### src/hdl/sphl_pkg.sv
// shared constants, types and helpers of the salted perfect hash lookup
package sphl_pkg;

	// store depths and derived address widths
	localparam int unsigned SALT_DEPTH  = 4096;
	localparam int unsigned ENTRY_DEPTH = 4096;
	localparam int unsigned SALT_AW     = (SALT_DEPTH > 1) ? $clog2(SALT_DEPTH) : 1;
	localparam int unsigned ENTRY_AW    = (ENTRY_DEPTH > 1) ? $clog2(ENTRY_DEPTH) : 1;

	// field widths
	localparam int unsigned CNT_W   = 13;
	localparam int unsigned IDX_W   = 12;
	localparam int unsigned WORD_W  = 32;
	localparam int unsigned SALT_W  = 16;
	localparam int unsigned BYTE_W  = 8;
	localparam int unsigned PROD_W  = WORD_W + CNT_W;

	// hash multipliers
	localparam logic [WORD_W-1:0] HASH_MUL_A = 32'd2654435769;
	localparam logic [WORD_W-1:0] HASH_MUL_B = 32'h31415926;

	// item opcodes
	typedef enum logic [1:0] {
		OP_SALT_WR  = 2'd0,
		OP_ENTRY_WR = 2'd1,
		OP_LOOKUP   = 2'd2
	} opcode_t;

	// configuration register indexes
	typedef enum logic [1:0] {
		CFG_SALT_COUNT  = 2'd0,
		CFG_ENTRY_COUNT = 2'd1,
		CFG_LOOKUP_MODE = 2'd2
	} cfg_index_t;

	// one input beat as it travels down the pipe
	typedef struct packed {
		logic [1:0]        op;
		logic [IDX_W-1:0]  idx;
		logic [WORD_W-1:0] word;
		logic [WORD_W-1:0] key;
	} item_t;

	// limit a hash range to the store depth
	function automatic logic [CNT_W-1:0] clamp_count(input logic [CNT_W-1:0] cnt,
		input int unsigned depth);
		return (32'(cnt) > depth) ? CNT_W'(depth) : cnt;
	endfunction

endpackage

### src/hdl/sphl_scale.sv
// scaled range reduction: upper bits of hash word times range count
module sphl_scale import sphl_pkg::*; (
	input  logic [WORD_W-1:0] hash_word,
	input  logic [CNT_W-1:0]  range_count,
	output logic [CNT_W-1:0]  slot
);

	logic [PROD_W-1:0] prod;

	// slot = (hash_word * range_count) >> 32, below range_count unless range_count is zero
	assign prod = PROD_W'(hash_word) * PROD_W'(range_count);
	assign slot = prod[PROD_W-1:WORD_W];

endmodule

### config.mk
export PLATFORM = sky130hd
export DESIGN_NAME = sphl_scale
export DESIGN_NICKNAME = d
export VERILOG_FILES = /design/src/hdl/sphl_pkg.sv /design/src/hdl/sphl_scale.sv
export SDC_FILE = /design/constraint.sdc
export NUM_CORES = 1
export LEC_CHECK = 0
export ABC_AREA = 1
export CORE_UTILIZATION = 25
export DETAILED_ROUTE_END_ITERATION = 16
export DONT_BUFFER_PORTS = 1
export GPL_ROUTABILITY_DRIVEN = 0
export GPL_TIMING_DRIVEN = 0
export SYNTH_ARGS = -nofsm -noshare
export SYNTH_HDL_FRONTEND = slang
export SYNTH_SLANG_ARGS = --single-unit
### constraint.sdc
create_clock -name vclk -period 12
set_input_delay 2.4 -clock vclk [all_inputs]
set_output_delay 2.4 -clock vclk [all_outputs]
set_load 0.01 [all_outputs]
Word-level counts from Yosys, hierarchy flattened --
Index checks and enable logic that the tools add are counted.
Operators by class: $mul 1
Operators with widths (count):
- multiplier 32 x 13 -> 45 bit | 1
Word-level totals: output and inout bits 13, register bits after elaboration 0, bits of input ports 45, word-level logic and storage cells 1

Longest topological paths before layout --
depth in word-level cells 1, gate-level depth with buffers 27, depth with buffers taken out 26

Worst setup path before layout --
No wires, ideal clock.
path kind input-to-output, start input hash_word[29], end output slot[7], data required time 9.600 ns, data arrival time 6.532 ns, path buffers 1, slack 3.068 ns, cell stages on the path 19, path through clkbuf_1 > nand2_1 > fa_1 > inv_1 > fa_1 > fa_1 > fa_1 > inv_1 > fa_1 > inv_1 > ha_1 > nand2_1 > nor2_1 > inv_2 > nor4_2 > nand3_1 > nand3_1 > nand2_1 > nand2_1
On the way: word-level cells in the longest chain between the ends 1
Ends and longest elaborated chain:
- start: declaration | line sphl_scale.sv:3 | input logic [WORD_W-1:0] hash_word,
- multiplier 32 x 13 -> 45 bit | line sphl_scale.sv:11 | assign prod = PROD_W'(hash_word) * PROD_W'(range_count);
- end: declaration | line sphl_scale.sv:5 | output logic [CNT_W-1:0] slot
Every way passes these cells.

Worst setup path in the final report --
start input range_count[11], end output slot[7]
On the way: word-level cells in the longest chain between the ends 1
Ends and longest elaborated chain:
- start: declaration | line sphl_scale.sv:4 | input logic [CNT_W-1:0] range_count,
- multiplier 32 x 13 -> 45 bit | line sphl_scale.sv:11
Every way passes these cells.

==> Flow_metrics.wiki <==
{| class="wikitable"
! Metric !! Value
|-
| Routing usage on met2 || between 20% and 30%
|-
| Result of the run || finished, violations left
|-
| Hold Violations, Final || 0
|-
| Sequential cell count || 0
|-
| Violated checks || DRC
|-
| Diode count || 0
|-
| Global-route met1 utilization || between 20% and 30%
|-
| Top achievable clock speed || around 99 MHz
|-
| Crit end category || primary output
|-
| Initial DRC Count || between 800 and 900
|-
| DRC errors left || 4
|-
| Synth cell types || 28
|-
| Wire length of the first global-routing pass || roughly 67,000 um
|-
| Maximum fanout along the worst path || 10
|-
| Met3 demand-to-capacity share in global routing || roughly 3.6%
|-
| Final critical-path required period || ~10 ns
|-
| Register area share after synthesis || 0%
|-
| Vias in the first global route || about 12,000
|-
| Core Box Area || roughly 53,000 um2
|-
| Post-synthesis cell type with the largest combined area || sky130_fd_sc_hd__fa_1
|-
| Number of buffers inserted by port buffering || 0
|-
| Initial antenna violation count || 1
|-
| Synth Net Count || 2,343
|-
| Global route overflow || 0
|-
| Smallest hold slack || ~5.4 ns
|-
| Worst hold path type || primary input to primary output
|-
| Gate count of the mapped netlist || 1,883
|-
| Gr busiest metal || met2
|-
| Setup repair after global routing missed its margin || false
|-
| Number of resized instances in the post-cts repair step || 0
|-
| Floorplan die area || ~55,000 um2
|-
| Yosys warning count || 0
|-
| Pre-antenna DRT Iters || 11
|-
| Number of nets at the end of the flow || ~2,300
|-
| Synth top cells by count || sky130_fd_sc_hd__inv_1, sky130_fd_sc_hd__nand2_1, sky130_fd_sc_hd__fa_1
|-
| Post-route ant nets || 0
|-
| Horizontal die dimension || between 200 and 250 um
|-
| Setup Crit Path Kind || primary input to primary output
|-
| Critical path required time || approximately 9.6 ns
|-
| Worst hold stages || 6
|-
| Final worst path period share || a little over four fifths
|-
| Final setup violation count || 0
|-
| Effective utilization at floorplan || roughly 25%
|-
| Height of the die || roughly 230 um
|-
| Clock Buffer Count || 0
|-
| Number of primary I/O pins || 58
|-
| Critical path arrival || about 7.7 ns
|-
| Row count || 84
|-
| Total routing usage reported by global routing || around 16%
|-
| Layout overhead on the synthesized area || 6.39%
|-
| Maximum number of pins on one net before global-route repair || 11
|-
| Average instance area after synthesis || about 7.2 um2
|-
| Startpoint Class || primary input
|-
| Number of max-slew violations in the final report || 0
|-
| Leading cell types by total area after synthesis || sky130_fd_sc_hd__fa_1, sky130_fd_sc_hd__inv_1, sky130_fd_sc_hd__nand2_1, sky130_fd_sc_hd__ha_1, sky130_fd_sc_hd__clkbuf_1
|-
| Final routed wire length divided by cell count || ~16 um
|-
| WHS Endpoint || slot[12]
|-
| Max-capacitance violation count || 0
|-
| Vias per Instance || around 4.4
|-
| Max-Slew Margin vs Limit || roughly 26%
|-
| Fraction of post-synthesis cell area in the top cell type by area || roughly 49%
|-
| Reg area || 0 um2
|-
| Post-CTS Setup Inserts || 0
|-
| Slew of the pin with the lowest slew margin || 1.11 ns
|-
| Total half-perimeter wirelength after legalization and detailed placement || between 30,000 and 40,000 um
|-
| Post-route setup TNS || 0 ns
|-
| Library cell with the highest instance count after synthesis || sky130_fd_sc_hd__inv_1
|-
| Worst Hold Launch || range_count[12]
|-
| Hold-fix buffer count after cts || 0
|-
| Total Routed Length || between 40,000 and 50,000 um
|-
| Vias after detailed routing || around 11,000
|-
| Synthesized area || ~13,000 um2
|-
| Share of layout cells above drive strength 1 || around 1.2%
|}
per-stage QoR:
stage	std cells	instance area, um2	setup slack, ns	util, %
2_1_floorplan	1883	13500	3.07	-
3_3_place_gp	2571	14300	1.99	27.1
3_5_place_dp	2571	14300	1.97	27.1
4_1_cts	2571	14300	1.95	27.1
5_1_grt	2571	14300	1.58	27.1
6_report	2571	14300	1.90	27.1
cell type report:
| class | instances | area, um2 |
|---|---|---|
| fillers | 5860 | 38500 |
| multi-input cells | 1215 | 11000 |
| inverters | 597 | 2240 |
| well taps | 688 | 861 |
| plain buffers | 71 | 267 |
cells in the final DEF, fill, tap and decap left out:
master	instances
sky130_fd_sc_hd__inv_1	585
sky130_fd_sc_hd__nand2_1	578
sky130_fd_sc_hd__fa_1	329
sky130_fd_sc_hd__ha_1	86
sky130_fd_sc_hd__clkbuf_1	71
sky130_fd_sc_hd__nor2_1	66
sky130_fd_sc_hd__a21oi_1	46
sky130_fd_sc_hd__o21ai_0	24
sky130_fd_sc_hd__nand3_1	24
sky130_fd_sc_hd__nand4_1	14
sky130_fd_sc_hd__inv_2	10
sky130_fd_sc_hd__o21ai_1	8
sky130_fd_sc_hd__nor3_1	6
sky130_fd_sc_hd__nor2_2	5
sky130_fd_sc_hd__o21bai_1	4
sky130_fd_sc_hd__a21o_1	4
sky130_fd_sc_hd__nor3_2	4
sky130_fd_sc_hd__nand2_2	3
sky130_fd_sc_hd__a31oi_1	2
sky130_fd_sc_hd__clkinv_1	2
sky130_fd_sc_hd__and2_1	2
sky130_fd_sc_hd__nor4_1	2
sky130_fd_sc_hd__nand3b_1	2
sky130_fd_sc_hd__o21a_1	2
sky130_fd_sc_hd__a21boi_0	1
sky130_fd_sc_hd__xnor2_1	1
sky130_fd_sc_hd__xor2_1	1
sky130_fd_sc_hd__nor4_2	1
layer usage:
| metal | vias to the layer above | share of wire, % |
|---|---|---|
| met5 | - | 0 |
| li1 | 5254 | - |
| met4 | 0 | 1.9 |
| met2 | 399 | 45 |
| met1 | 5505 | 43 |
| met3 | 52 | 9.9 |
kinds of logic after synthesis:
family	count (synthesis)	synth area share, %
and+or+nand+nor	707	20.8
buffers and inverters	668	18.6
adders and majority gates	415	56.9
AOI/OAI and AO/OA	91	3.60
xor gates and xnor gates	2	0.130
worst max-delay path by stage:
stage	start	endpoint	slack, ns	cells past startpoint
final	range_count[11]	slot[7]	1.90	19
after global routing	range_count[11]	slot[7]	1.58	19
after CTS	range_count[7]	slot[6]	1.95	19
after detailed placement	range_count[7]	slot[6]	1.97	19
after global placement	range_count[7]	slot[2]	1.99	18
after floorplan	hash_word[29]	slot[7]	3.07	19
worst max-delay path, cell delays in order:
cell	delay, ns
sky130_fd_sc_hd__clkbuf_1	0.75
sky130_fd_sc_hd__nand2_1	0.17
sky130_fd_sc_hd__fa_1	0.60
sky130_fd_sc_hd__inv_1	0.07
sky130_fd_sc_hd__fa_1	0.47
sky130_fd_sc_hd__inv_1	0.05
sky130_fd_sc_hd__fa_1	0.48
sky130_fd_sc_hd__inv_1	0.05
sky130_fd_sc_hd__fa_1	0.50
sky130_fd_sc_hd__fa_1	0.47
sky130_fd_sc_hd__ha_1	0.44
sky130_fd_sc_hd__nand2_1	0.15
sky130_fd_sc_hd__nor2_1	0.19
sky130_fd_sc_hd__nand2_1	0.12
sky130_fd_sc_hd__nor4_2	0.21
sky130_fd_sc_hd__nand3_1	0.19
sky130_fd_sc_hd__nand3_1	0.12
sky130_fd_sc_hd__nand2_1	0.05
sky130_fd_sc_hd__nand2_1	0.21
Power is left out: the tool's default activity adds up to more than one toggle a clock period on the data nets, which glitch-free logic cannot reach.
